<file path="src/hw/rtl/lapmf_pkg.sv">
// Shared types, constants and the Laplacian kernel for the 3x3 mirror filter.
`default_nettype none
package lapmf_pkg;

  localparam int PIX_W        = 8;
  localparam int ROW_W        = 12;
  localparam int COL_W        = 10;
  localparam int WIDTH_REG_W  = 11;
  localparam int HEIGHT_REG_W = 13;
  localparam int CFG_DATA_W   = 13;
  localparam int CFG_IDX_W    = 2;
  localparam int SUM_W        = 12;
  localparam int PIX_MAX      = 255;

  typedef logic [PIX_W-1:0]        pix_t;
  typedef logic [ROW_W-1:0]        row_t;
  typedef logic [COL_W-1:0]        col_t;
  typedef logic [CFG_IDX_W-1:0]    cfg_idx_t;
  typedef logic [CFG_DATA_W-1:0]   cfg_data_t;
  typedef logic [WIDTH_REG_W-1:0]  width_reg_t;
  typedef logic [HEIGHT_REG_W-1:0] height_reg_t;
  typedef logic signed [SUM_W-1:0] sum_t;

  localparam cfg_idx_t REG_WIDTH  = 2'd0;
  localparam cfg_idx_t REG_HEIGHT = 2'd1;

  localparam width_reg_t  WIDTH_RESET  = 11'd512;
  localparam height_reg_t HEIGHT_RESET = 13'd512;

  // Per-pixel control captured at acceptance, consumed one stage later.
  typedef struct packed {
    pix_t pixel;
    logic emit;
    logic top_mirror;
    logic left_mirror;
    logic last_row;
    logic right_edge;
    row_t row_prev;
    row_t row_cur;
    col_t col_prev;
    col_t col_cur;
  } item_ctl_t;

  typedef struct packed {
    pix_t edge_value;
    row_t out_row;
    col_t out_col;
    logic image_done;
  } result_t;

  // Up to four results of one pixel, in delivery order.
  typedef struct packed {
    result_t [3:0] entry;
    logic [1:0]    last_idx;
  } result_set_t;

  // up + down + left + right - 4 * centre, clamped to 0..255
  function automatic pix_t lap(input pix_t up, input pix_t down, input pix_t left,
                               input pix_t right, input pix_t centre);
    sum_t s;
    pix_t r;
    s = sum_t'({4'b0000, up}) + sum_t'({4'b0000, down}) + sum_t'({4'b0000, left})
      + sum_t'({4'b0000, right}) - sum_t'({2'b00, centre, 2'b00});
    if (s < 0) begin
      r = '0;
    end else if (s > sum_t'(PIX_MAX)) begin
      r = pix_t'(PIX_MAX);
    end else begin
      r = s[PIX_W-1:0];
    end
    return r;
  endfunction

endpackage
`default_nettype wire

</file>
<file path="src/hw/rtl/lapmf_window.sv">
// 3x3 window shift and the Laplacian results of one pixel step with mirrored borders.
`default_nettype none
module lapmf_window (
  input  logic                    clk,
  input  logic                    rst,
  input  logic                    advance,
  input  lapmf_pkg::item_ctl_t    ctl,
  input  lapmf_pkg::pix_t         rd_upper,
  input  lapmf_pkg::pix_t         rd_middle,
  output lapmf_pkg::result_set_t  set
);

  // Two newest columns; rows: upper, middle, newest
  lapmf_pkg::pix_t win [3][2];
  lapmf_pkg::pix_t nxt [3][3];
  lapmf_pkg::pix_t up1, up2, left1, left2;
  lapmf_pkg::pix_t res1, res2, res3, res4;

  always_comb begin
    for (int i = 0; i < 3; i++) begin
      nxt[i][0] = win[i][0];
      nxt[i][1] = win[i][1];
    end
    nxt[0][2] = rd_upper;
    nxt[1][2] = rd_middle;
    nxt[2][2] = ctl.pixel;
  end

  // Mirror: row -1 reads row 1, column -1 reads column 1
  assign up1   = ctl.top_mirror  ? nxt[2][1] : nxt[0][1];
  assign up2   = ctl.top_mirror  ? nxt[2][2] : nxt[0][2];
  assign left1 = ctl.left_mirror ? nxt[1][2] : nxt[1][0];
  assign left2 = ctl.left_mirror ? nxt[2][2] : nxt[2][0];

  assign res1 = lapmf_pkg::lap(up1, nxt[2][1], left1, nxt[1][2], nxt[1][1]);
  assign res2 = lapmf_pkg::lap(nxt[1][1], nxt[1][1], left2, nxt[2][2], nxt[2][1]);
  assign res3 = lapmf_pkg::lap(up2, nxt[2][2], nxt[1][1], nxt[1][1], nxt[1][2]);
  assign res4 = lapmf_pkg::lap(nxt[1][2], nxt[1][2], nxt[2][1], nxt[2][1], nxt[2][2]);

  always_comb begin
    set.entry[0] = '{edge_value: res1, out_row: ctl.row_prev, out_col: ctl.col_prev,
                     image_done: 1'b0};
    if (ctl.last_row) begin
      set.entry[1] = '{edge_value: res2, out_row: ctl.row_cur, out_col: ctl.col_prev,
                       image_done: 1'b0};
    end else begin
      set.entry[1] = '{edge_value: res3, out_row: ctl.row_prev, out_col: ctl.col_cur,
                       image_done: 1'b0};
    end
    set.entry[2] = '{edge_value: res3, out_row: ctl.row_prev, out_col: ctl.col_cur,
                     image_done: 1'b0};
    set.entry[3] = '{edge_value: res4, out_row: ctl.row_cur, out_col: ctl.col_cur,
                     image_done: 1'b1};
    set.last_idx = {ctl.last_row & ctl.right_edge, ctl.last_row | ctl.right_edge};
  end

  always_ff @(posedge clk) begin
    if (rst) begin
      for (int i = 0; i < 3; i++) begin
        win[i][0] <= '0;
        win[i][1] <= '0;
      end
    end else if (advance) begin
      for (int i = 0; i < 3; i++) begin
        win[i][0] <= nxt[i][1];
        win[i][1] <= nxt[i][2];
      end
    end
  end

endmodule
`default_nettype wire

</file>
<file path="config.mk">
export PLATFORM = sky130hd
export DESIGN_NAME = lapmf_window
export DESIGN_NICKNAME = d
export VERILOG_FILES = /design/src/hw/rtl/lapmf_pkg.sv /design/src/hw/rtl/lapmf_window.sv
export SDC_FILE = /design/constraint.sdc
export NUM_CORES = 1
export LEC_CHECK = 0
export ABC_CLOCK_PERIOD_IN_PS = 10700
export BUFFER_PORTS_ARGS = -buffer_cell sky130_fd_sc_hd__buf_4
export CORE_MARGIN = 8
export CORE_UTILIZATION = 47
export DETAILED_ROUTE_END_ITERATION = 16
export PLACE_DENSITY_LB_ADDON = 0.25
export SLEW_MARGIN = 40
export SYNTH_ARGS = -nofsm -noshare
export SYNTH_HDL_FRONTEND = slang
export SYNTH_SLANG_ARGS = --single-unit
</file>
<file path="constraint.sdc">
create_clock -name clk -period 10.7 [get_ports clk]
set_clock_uncertainty 0.2 [all_clocks]
set_input_delay 0.535 -clock clk [delete_from_list [all_inputs] [get_ports clk]]
set_output_delay 0.535 -clock clk [all_outputs]
set_load 0.03 [all_outputs]
</file>
**Word-level counts from Yosys, hierarchy flattened**

Memories as Yosys holds them, arrays and structs flattened.
Cells that the tools add are included.

- Output and inout bits: 126
- Logic and storage cells: 57
- Memories: 1
- Bits in writable memories: 48
- Register bits: 0
- Input bits: 76

- Multiplexer cells: 24
- $add $sub $neg: 16
- Bitwise gates (word level): 8
- Magnitude comparators: 8

Memories:

| memory | words | bits a word | read ports | clocked after Yosys merged registers in | wr ports | RTL line | RTL |
|---|---|---|---|---|---|---|---|
| win | 3 | 16 | 3 | 0 | 3 | lapmf_window.sv:14 | `lapmf_pkg::pix_t win [3][2];` |

Operators by type and width:

| kind | count |
|---|---|
| $mux 8 | 18 |
| $gt 12x9->1 const B | 4 |
| $lt 12x1->1 const B | 4 |
| $sub 11x10->12 | 4 |
| $add 10x8->11 | 4 |
| $add 9x8->10 | 4 |
| $add 8x8->9 | 4 |
| $mux 31 | 1 |
| $or 1x1->1 | 7 |
| $mux 1 | 5 |
| $and 1x1->1 | 1 |

**Depth between registers and ports, before layout**

- Depth after elaboration: 9
- Gate-level depth with buffers: 16
- Depth with buffers taken out: 14

**Least setup slack after synthesis**

Ideal clock, no wire load.

- Path kind: input -> output
- From: in ctl[47] (netlist bit)
- To: out set[25] (netlist bit)
- Stages on the path: 13
- Buffers on the path: 2
- Data required time: 9.965 ns
- Arrival time: 4.785 ns
- Slack: 5.180 ns
- Cells stage by stage: clkbuf_1 buf_1 mux2_2 fa_1 fa_1 inv_1 fa_1 fa_1 nand2b_1 a211oi_1 a211oi_2 o31ai_2 o21a_1

RTL lines:

| element | RTL line | RTL |
|---|---|---|
| start: declaration | lapmf_window.sv:7 | `input lapmf_pkg::item_ctl_t ctl,` |
| end: declaration | lapmf_window.sv:10 | `output lapmf_pkg::result_set_t set` |

==> results.cfg <==
[drt]
drtIter0Drc = 210
drtPass1Iterations = 5
detail_route.wl_per_cell_um = 18.1
routed-via-count = 5344
drc = 0
wl_um = 18300
ant_nets = 0
viasPerCell = 5.27

[floorplan]
start_util_pct = 48.0
rows = 43
num_io_pins = 202
die_area_um2 = 18200
die_h_um = 135
core_um2 = 13900
die_w_um = 135

[pwr]
peakVddDrop_uv = 149
p_leak_nw = 3.90
powerDensity_nw_per_um2 = 196

[grt]
grt_util_all_layers_pct = 19.7
grt_max_degree = 41
grt_pass1_vias = 5694
grt_pass1_wl_um = 28800
grt_antenna_before_repair = 0
grtUsageMet1_pct = 24.0
met2_usage_pct = 35.7
grt-busiest-layer = met2
overflow = 0
use_met3_pct = 1.60

[timing]
worstMarginPinSlew_ns = 0.706
fin_crit_sh_pct = 50.9
tns_ns = 0
rsz0062_at_grt = no
setup_viol = 0
hold_viol = 0
whs_ns = 0.332
min_period_ns = 5.44
fmax_mhz = 184
drv_slew = 0
timing.slew.headroom_pct = 52.8

[clock_tree]
clock_sinks = 40
cts_tree = built
clockBufferDepth = 2
cts_resized = 0
cts_inserted_buffers = 5
ctsHoldBuffers = 0
post-cts-setup-buffer-count = 0
clk_latency_ns = 0.29
clk_pin_slew_ns = 0.06
root_buffer = clkbuf_16
htreeDepth = 2

[worst_setup_path]
worst_r2r_endpoint = win[0][31]
regToRegSetupSlack_ns = 9.54
end_kind = primary output
critPathLaunchType = primary input
rr_startpoint = win[0][23]
cp_max_fo = 16
crit_required_ns = 9.97
path_class = in2out
reg2regPathDepth = 1
cp_data_arrival_time_ns = 4.71

[final_layout]
final_cell_mix = 196 x buf_4, 136 x inv_1, 58 x fa_1, 55 x ha_1, 49 x mux2_2
top_register = win
area_growth_pct = 18.9
final_common_cell = buf_4
nets = 1022
largest_reg_flops = 40
design_area_um2 = 7920
drive_gt1_share_pct = 32.9
reg.largest.list = win (40)
antenna_cells = 0

[placed_design]
place_congestion = 0.938
io_buffers = 196
hpwl_um = 15500
place_area_um2 = 7750

[logic_synthesis]
async_flop_share_pct = 0
synthFlopType = edfxtp_1
syn_area_um2 = 6660
ys_ff_latch = 40
avgSynthCellArea_um2 = 9.27
ys_types = 65
ys_warn_count = 0
synth-edff-count = 40
synth-seq-area-share_pct = 18.0
syn_inst = 718

[job]
maxCapViolations = 0

[min_path]
worstHoldStart = rd_upper[2]
holdPathStages = 2
worstHoldPathType = in2reg
hold_path_end = win[0][2]

[status]
status = complete, no violations
-- worst max-delay path by stage --
stage,end,depth (start not counted),slack (ns),startpoint
detailed placement,set[25],14,5.25,ctl[47]
global placement,set[28],14,5.31,ctl[47]
global route,set[25],15,5.05,ctl[47]
floorplan,set[25],13,5.18,ctl[47]
CTS,set[25],14,5.24,ctl[47]
finish,set[25],14,5.26,ctl[47]
-- where the power goes --
| part | switching (mW) | internal [mW] | total (mW) |
|---|---|---|---|
| registers | 0.00612 | 0.186 | 0.192 |
| logic | 0.707 | 0.475 | 1.18 |
| clock network | 0.0640 | 0.110 | 0.174 |
-- area by class of cell --
class / instances / area [um^2]
Fill cell: 1216 / 5970
Multi-Input combinational cell: 454 / 4340
Timing Repair Buffer: 196 / 1470
Sequential cell: 40 / 1200
Inverter: 136 / 510
Tap cell: 180 / 225
Clock buffer: 5 / 125
Clock inverter: 3 / 42.5
-- layer usage --
layer,vias to the layer above,routed length [um]
met5,-,0
met4,0,382
met3,23,606
met2,134,9690
met1,2618,7640
li1,2569,-
-- cell usage after synthesis, drive strengths merged, types with 9 or more instances --
master	n	area share, %
a21o	13	1.5
a21oi	22	1.7
and2	43	4.0
buf	82	8.9
edfxtp	40	18
fa	58	17
ha	55	10
inv	136	7.7
mux2	49	8.3
nand2	10	0.56
nand2b	9	0.88
nand4	10	0.94
nor2	29	1.6
nor2b	9	0.85
nor4	16	1.7
o21a	12	1.4
o21ai	11	0.83
o22ai	10	0.94
xnor2	12	1.6
-- worst max-delay path, stage by stage --
cell and delay (ns):
buf_4 0.24, mux2_2 0.38, fa_1 0.47, fa_1 0.54, inv_1 0.05, fa_1 0.50, fa_1 0.48, nand2b_1 0.18
a211oi_1 0.29, a211oi_2 0.11, xnor2_1 0.14, nand4b_1 0.31, o21a_1 0.29, buf_4 0.16
-- kinds of logic after synthesis --
kind of cell | Yosys count | share of synthesized area, %
buf+inv | 226 | 17.1
fa+ha+maj | 113 | 27.8
compound gates | 107 | 11.7
mux | 55 | 9.19
flops | 40 | 18.0
other cells | 2 | 0.113
simple gates | 158 | 13.9
xor+xnor | 17 | 2.24
-- per-stage QoR --
step	setup slack [ns]	util (%)	total power [mW]	cells
finish	5.26	57.0	1.55	1014
global route	5.05	57.0	1.67	1014
CTS	5.24	57.0	1.55	1014
detailed placement	5.25	55.8	1.37	1006
global placement	5.31	55.8	1.34	1006
floorplan	5.18	-	1.09	720
Power figures use the tool's default switching activity.
