## src/hw/rtl/lapmf_pkg.sv

```systemverilog
// Shared types, constants and the Laplacian kernel for the 3x3 mirror filter.
`default_nettype none
package lapmf_pkg;

  localparam int PIX_W        = 8;
  localparam int ROW_W        = 12;
  localparam int COL_W        = 10;
  localparam int WIDTH_REG_W  = 11;
  localparam int HEIGHT_REG_W = 13;
  localparam int CFG_DATA_W   = 13;
  localparam int CFG_IDX_W    = 2;
  localparam int SUM_W        = 12;
  localparam int PIX_MAX      = 255;

  typedef logic [PIX_W-1:0]        pix_t;
  typedef logic [ROW_W-1:0]        row_t;
  typedef logic [COL_W-1:0]        col_t;
  typedef logic [CFG_IDX_W-1:0]    cfg_idx_t;
  typedef logic [CFG_DATA_W-1:0]   cfg_data_t;
  typedef logic [WIDTH_REG_W-1:0]  width_reg_t;
  typedef logic [HEIGHT_REG_W-1:0] height_reg_t;
  typedef logic signed [SUM_W-1:0] sum_t;

  localparam cfg_idx_t REG_WIDTH  = 2'd0;
  localparam cfg_idx_t REG_HEIGHT = 2'd1;

  localparam width_reg_t  WIDTH_RESET  = 11'd512;
  localparam height_reg_t HEIGHT_RESET = 13'd512;

  // Per-pixel control captured at acceptance, consumed one stage later.
  typedef struct packed {
    pix_t pixel;
    logic emit;
    logic top_mirror;
    logic left_mirror;
    logic last_row;
    logic right_edge;
    row_t row_prev;
    row_t row_cur;
    col_t col_prev;
    col_t col_cur;
  } item_ctl_t;

  typedef struct packed {
    pix_t edge_value;
    row_t out_row;
    col_t out_col;
    logic image_done;
  } result_t;

  // Up to four results of one pixel, in delivery order.
  typedef struct packed {
    result_t [3:0] entry;
    logic [1:0]    last_idx;
  } result_set_t;

  // up + down + left + right - 4 * centre, clamped to 0..255
  function automatic pix_t lap(input pix_t up, input pix_t down, input pix_t left,
                               input pix_t right, input pix_t centre);
    sum_t s;
    pix_t r;
    s = sum_t'({4'b0000, up}) + sum_t'({4'b0000, down}) + sum_t'({4'b0000, left})
      + sum_t'({4'b0000, right}) - sum_t'({2'b00, centre, 2'b00});
    if (s < 0) begin
      r = '0;
    end else if (s > sum_t'(PIX_MAX)) begin
      r = pix_t'(PIX_MAX);
    end else begin
      r = s[PIX_W-1:0];
    end
    return r;
  endfunction

endpackage
`default_nettype wire

```

## src/hw/rtl/lapmf_if.sv

```systemverilog
// Handshake interfaces for the pixel, result and register-write channels.
`default_nettype none


interface lapmf_result_if;
  logic            valid;
  logic            ready;
  lapmf_pkg::pix_t edge_value;
  lapmf_pkg::row_t out_row;
  lapmf_pkg::col_t out_col;
  logic            image_done;
  modport source (output valid, output edge_value, output out_row, output out_col,
                  output image_done, input ready);
  modport sink   (input valid, input edge_value, input out_row, input out_col,
                  input image_done, output ready);
endinterface

`default_nettype wire

```

## src/hw/rtl/lapmf_result_queue.sv

```systemverilog
// Holds one pixel's result set and feeds it one transaction at a time to the output register.
`default_nettype none
module lapmf_result_queue (
  input  logic                   clk,
  input  logic                   rst,
  input  logic                   load,
  input  lapmf_pkg::result_set_t set_in,
  output logic                   can_load,
  lapmf_result_if.source         results
);

  logic                   rs_valid;
  logic [1:0]             rs_idx;
  lapmf_pkg::result_set_t rs_set;
  logic                   out_valid;
  lapmf_pkg::result_t     out_q;
  logic                   out_load;
  logic                   rs_done;

  assign out_load = rs_valid && (!out_valid || results.ready);
  assign rs_done  = out_load && (rs_idx == rs_set.last_idx);
  assign can_load = !rs_valid || rs_done;

  always_ff @(posedge clk) begin
    if (rst) begin
      rs_valid  <= 1'b0;
      rs_idx    <= '0;
      out_valid <= 1'b0;
    end else begin
      if (load) begin
        rs_valid <= 1'b1;
        rs_idx   <= '0;
      end else if (rs_done) begin
        rs_valid <= 1'b0;
      end else if (out_load) begin
        rs_idx <= rs_idx + 2'd1;
      end
      if (out_load) begin
        out_valid <= 1'b1;
      end else if (results.ready) begin
        out_valid <= 1'b0;
      end
    end
  end

  always_ff @(posedge clk) begin
    if (load) begin
      rs_set <= set_in;
    end
    if (out_load) begin
      out_q <= rs_set.entry[rs_idx];
    end
  end

  assign results.valid      = out_valid;
  assign results.edge_value = out_q.edge_value;
  assign results.out_row    = out_q.out_row;
  assign results.out_col    = out_q.out_col;
  assign results.image_done = out_q.image_done;

endmodule
`default_nettype wire

```

## src/flat_wrapper.sv

```systemverilog
// flat-port wrapper written by rule: the top's interface ports become plain ports
module lapmf_result_queue_flat 
  (clk, rst, load, set_in, can_load, results_valid, results_edge_value, results_out_row, results_out_col, results_image_done, results_ready);
  lapmf_result_if results_i ();
  input  logic clk;
  input  logic rst;
  input  logic load;
  input  lapmf_pkg::result_set_t set_in;
  output logic can_load;
  output wire logic [$bits(results_i.valid)-1:0] results_valid;
  output wire logic [$bits(results_i.edge_value)-1:0] results_edge_value;
  output wire logic [$bits(results_i.out_row)-1:0] results_out_row;
  output wire logic [$bits(results_i.out_col)-1:0] results_out_col;
  output wire logic [$bits(results_i.image_done)-1:0] results_image_done;
  input wire logic [$bits(results_i.ready)-1:0] results_ready;
  assign results_valid = results_i.valid;
  assign results_edge_value = results_i.edge_value;
  assign results_out_row = results_i.out_row;
  assign results_out_col = results_i.out_col;
  assign results_image_done = results_i.image_done;
  assign results_i.ready = results_ready;
  lapmf_result_queue u_core (.clk(clk), .rst(rst), .load(load), .set_in(set_in), .can_load(can_load), .results(results_i));
endmodule
```

## config.mk

```make
export PLATFORM = sky130hd
export DESIGN_NAME = lapmf_result_queue_flat
export DESIGN_NICKNAME = d
export VERILOG_FILES = /design/src/hw/rtl/lapmf_pkg.sv /design/src/hw/rtl/lapmf_if.sv /design/src/hw/rtl/lapmf_result_queue.sv /design/src/flat_wrapper.sv
export SDC_FILE = /design/constraint.sdc
export NUM_CORES = 1
export LEC_CHECK = 0
export BUFFER_PORTS_ARGS = -buffer_cell sky130_fd_sc_hd__buf_2
export CORE_MARGIN = 2
export CORE_UTILIZATION = 35
export CTS_BUF_LIST = sky130_fd_sc_hd__clkbuf_16
export DETAILED_ROUTE_END_ITERATION = 12
export GPL_TIMING_DRIVEN = 0
export HOLD_SLACK_MARGIN = 0.06
export SLEW_MARGIN = 10
export SYNTH_ARGS = -nofsm -noshare
export SYNTH_HDL_FRONTEND = slang
export SYNTH_SLANG_ARGS = --single-unit
export TNS_END_PERCENT = 100
```

## constraint.sdc

```tcl
create_clock -name clk -period 2.6 [get_ports clk]
set_input_delay 0.78 -clock clk [delete_from_list [all_inputs] [get_ports clk]]
set_output_delay 0.78 -clock clk [all_outputs]
set_load 0.05 [all_outputs]
```

# Yosys cells after proc, flatten, opt, wreduce, memory -nomap -nowiden
# Index checks and enable logic that the tools add are counted.
# Widths: inputs -> output; s select.
[word_totals] wordCells=44 reg_bits=161
[op_classes] magnitude_cmp=1 reduce_logical=10 n_eq_ne=1 addsub=1 n_mux=6 bitwise_logic=1
[ops] op="$bmux 31 s2" n=1
[ops] op="$mux 31" n=1
[ops] op="$mux 1" n=4
[ops] op="$reduce_bool 2->1" n=2
[ops] op="$lt 2x3->1 const B" n=1
[ops] op="$add 2x1->2 const B" n=1
[ops] op="$eq 2x2->1" n=1
[ops] op="$logic_and 1x1->1" n=2
[ops] op="$logic_not 1->1" n=2
[ops] op="$logic_or 1x1->1" n=2
[ops] op="$reduce_and 2->1" n=1
[ops] op="$reduce_or 2->1" n=1
[ops] op="$not 1->1" n=1

# Longest topological paths before layout
[depth] word_depth=6 mapped_depth=5 ltp_nobuf=3

# Worst setup path before layout
# Ideal clock, no wire load.
[synth_path] path_kind="input -> register" startpoint="input port results_ready" endpoint="register u_core.out_q (netlist bit u_core.results.edge_value[0]) (enable)" setup_ps=392 t_required_ps=2208 cell_stages=2 path_buffers=0 slack_ps=423 t_arrival_ps=1785 cell_sequence="nand2b_1 -> and2_1"
[synth_between] elab_chain_cells=2
[synth_lines] item="start, declared" line_no="flat_wrapper.sv:15" text="input wire logic [$bits(results_i.ready)-1:0] results_ready;"
[synth_lines] item="$logic_or 1x1->1" line_no="lapmf_result_queue.sv:20" text="assign out_load = rs_valid && (!out_valid || results.ready);"
[synth_lines] item="$logic_and 1x1->1" line_no="lapmf_result_queue.sv:20"
[synth_lines] item="net u_core.out_load" line_no="lapmf_result_queue.sv:17" text="logic out_load;"
[synth_lines] item="end signal, assigned" line_no="lapmf_result_queue.sv:51" text="out_q <= rs_set.entry[rs_idx];"
[synth_lines] item="end, declared" line_no="lapmf_result_queue.sv:16" text="lapmf_pkg::result_t out_q;"
# The timed path passes the listed nets, and every way through them passes these cells.
# A chain may end at the register's enable or synchronous reset.

# Final worst setup path
[layout_path] startpoint="register u_core.rs_idx[0]" endpoint="output port can_load"
[layout_between] elab_chain_cells=3
[layout_lines] item="start, declared" line_no="lapmf_result_queue.sv:13" text="logic [1:0] rs_idx;"
[layout_lines] item="start signal, assigned" line_no="lapmf_result_queue.sv:36" text="rs_idx <= rs_idx + 2'd1;"
[layout_lines] item="$eq 2x2->1" line_no="lapmf_result_queue.sv:21" text="assign rs_done = out_load && (rs_idx == rs_set.last_idx);"
[layout_lines] item="$logic_and 1x1->1" line_no="lapmf_result_queue.sv:21"
[layout_lines] item="$logic_or 1x1->1" line_no="lapmf_result_queue.sv:22" text="assign can_load = !rs_valid || rs_done;"
[layout_lines] item="end, declared" line_no="flat_wrapper.sv:9" text="output logic can_load;"
# No other way between the ends.

==> results.toml <==
[run_status]
status = "complete, no violations"

[drt]
dr.pass1.iters = 4
wirelength_mm = 10.8
routed-via-count = 2853
drtIter0Drc = 131
wl_per_cell_um = 17.0
via_per_inst = 4.51
drc = 0
antenna_left = 0

[timing]
fin_skew_ns = 0.00594
tightest_slew_ns = 0.534
post-route-period-util_pct = 93.5
slew_violations = 0
holdWs_ns = 0.536
maxSlewHeadroom_pct = 64.4
rsz0062_at_grt = "no"
finalHoldViolations = 0
max_freq_mhz = 411
min_period_ns = 2.43
finalSetupViolCount = 0

[floorplanning]
start_util_pct = 36.0
io_pins = 163
core_area_um2 = 16000
dieArea_um2 = 17500
die_w_um = 132
die_h_um = 132
rows = 46

[clock_tree]
worstSkewPairLatency_ns = 0.41
clock-sinks = 161
ctsHtreeMaxLevel = 4
cts_buffers = 17
ctsRootBufferMaster = "clkbuf_16"
cts_tree = "done"
ctsHoldBuffers = 0
cts_resized = 0
clockBufferDepth = 2
clk_pin_slew_worst_paths_ns = 0.07
cts_setup_buffers = 0

[logic_synthesis]
synth-edff-count = 157
syn_nets = 349
ys_seq_area_share_pct = 83.3
postSynthCellCount = 219
synth_top_area_cell = "edfxtp_1"
async_reset_ff_share_pct = 0
syn_avg_cell_area_um2 = 26.3
yosys_register_bits = 161
yosysTopAreaCellShare_pct = 81.9
yosys-top-cells-area = "edfxtp_1 82%, mux4_2 9.8%, mux4_1 2.7%"
synthesis.area_um2 = 5760
yosysUniqueCellTypes = 21
yosysWarnings = 0
synth_flop_cell = "edfxtp_1"

[place]
dp_hpwl_mm = 7.34
placement.io_buffers = 162
gp_congestion = 0.733
placed_cell_area_um2 = 6900

[grt]
antenna_found_initial = 2
grt_pass1_vias = 3125
grt_max_degree = 85
overflow = 0
grt.total_usage_pct = 13.1
grt_first_pass_wirelength_mm = 16.9

[run]
drv_cap = 0

[worst_setup_path]
path_max_fanout = 10
arrival_ns = 1.65
crit_type = "reg2out"
critical_path.startpoint_type = "flop"
cp.required_ns = 1.82
endpoint_kind = "primary output"

[finish]
drive_gt1_share_pct = 55.7
final_common_cell = "buf_2"
fillers = 1401
syn_to_final_growth_pct = 30.0
final_cell_mix = "164 x buf_2, 157 x edfxtp_1, 25 x mux4_2"
stdcell_area_um2 = 7490
fin_nets = 532

[pwr]
p_leak_uw = 0.00280
ir_worst_vdd_v = 0.000454
powerDensity_nw_per_um2 = 806

[worst_hold_path]
hp-class = "in2reg"
## final timing paths
kind	from	end	slack, ns	depth (start not counted)
max	u_core.rs_idx[0]	can_load	0.17	6
min	set_in[113]	u_core.rs_set[113]	0.54	1
min reg2reg	u_core.rs_valid	u_core.results.valid	0.57	2
max reg2reg	u_core.results.valid	u_core.results.out_col[6]	1.00	3
## cell families (layout without fill, tap and decap cells)
family | count (synthesis) | after routing | share of synthesized area, %
compound gates | 7 | 7 | 0.999
xor+xnor | 2 | 2 | 0.565
buf+inv | 11 | 207 | 1.89
flops | 161 | 161 | 83.3
mux | 32 | 32 | 12.7
other cells | 0 | 1 | 0
simple gates | 6 | 6 | 0.608
## synthesized netlist by cell type (2+ instances only)
master    instances
a21oi_1           2
buf_12            3
buf_2             3
buf_6             2
dfxtp_1           4
edfxtp_1        157
inv_1             3
mux4_1            6
mux4_2           25
nand2b_1          2
xnor2_2           2
## routing by layer
layer | GRT usage, % | vias to the layer above | share of wire [%]
li1 | - | 1305 | -
met2 | 20.9 | 121 | 50
met3 | 5.81 | 13 | 8.3
met5 | 0 | - | 0.12
met4 | 4.42 | 2 | 1.4
met1 | 15.9 | 1412 | 40
## final cells by class
class	count	area [um2]	share of cell area, %
diodes	1	2.50	0.0334
plain buffers	8	97.6	1.30
clock buffers	17	425	5.68
clock inverters	15	159	2.12
inverters	3	11.3	0.150
multi-input cells	47	857	11.4
flip-flops and latches	161	4790	64.0
well taps	216	270	3.61
repair buffers	164	872	11.6
## sequential cells by signal (all words and copies together), names as in the netlist
name	flops
u_core.results.edge_value	8
u_core.results.image_done	1
u_core.results.out_col	10
u_core.results.out_row	12
u_core.results.valid	1
u_core.rs_idx	2
u_core.rs_set	126
u_core.rs_valid	1
## power breakdown
group / total (uW) / internal (uW) / switching (uW)
clock: 2440 / 1430 / 1020
combinational: 464 / 194 / 269
sequential: 3130 / 3080 / 49.5
## worst max-delay path: stages (launching register included)
cell	delay [ns]
dfxtp_1	0.32
buf_6	0.18
buf_12	0.16
xnor2_2	0.12
a31oi_2	0.12
inv_1	0.08
buf_2	0.25
## per-stage QoR
stage	setup WS [ns]	utilization (%)	setup TNS (ns)	instances	total power (uW)
final	0.168	46.8	0	632	6040
after global routing	0.0806	46.8	0	631	6290
after CTS	0.127	46.8	0	631	6130
after floorplan	0.423	-	0	219	3430
after global placement	-0.777	42.8	-90.67	597	3630
after detailed placement	0.244	43.1	0	599	3660
Note: power is estimated with default switching activity, not from simulation.
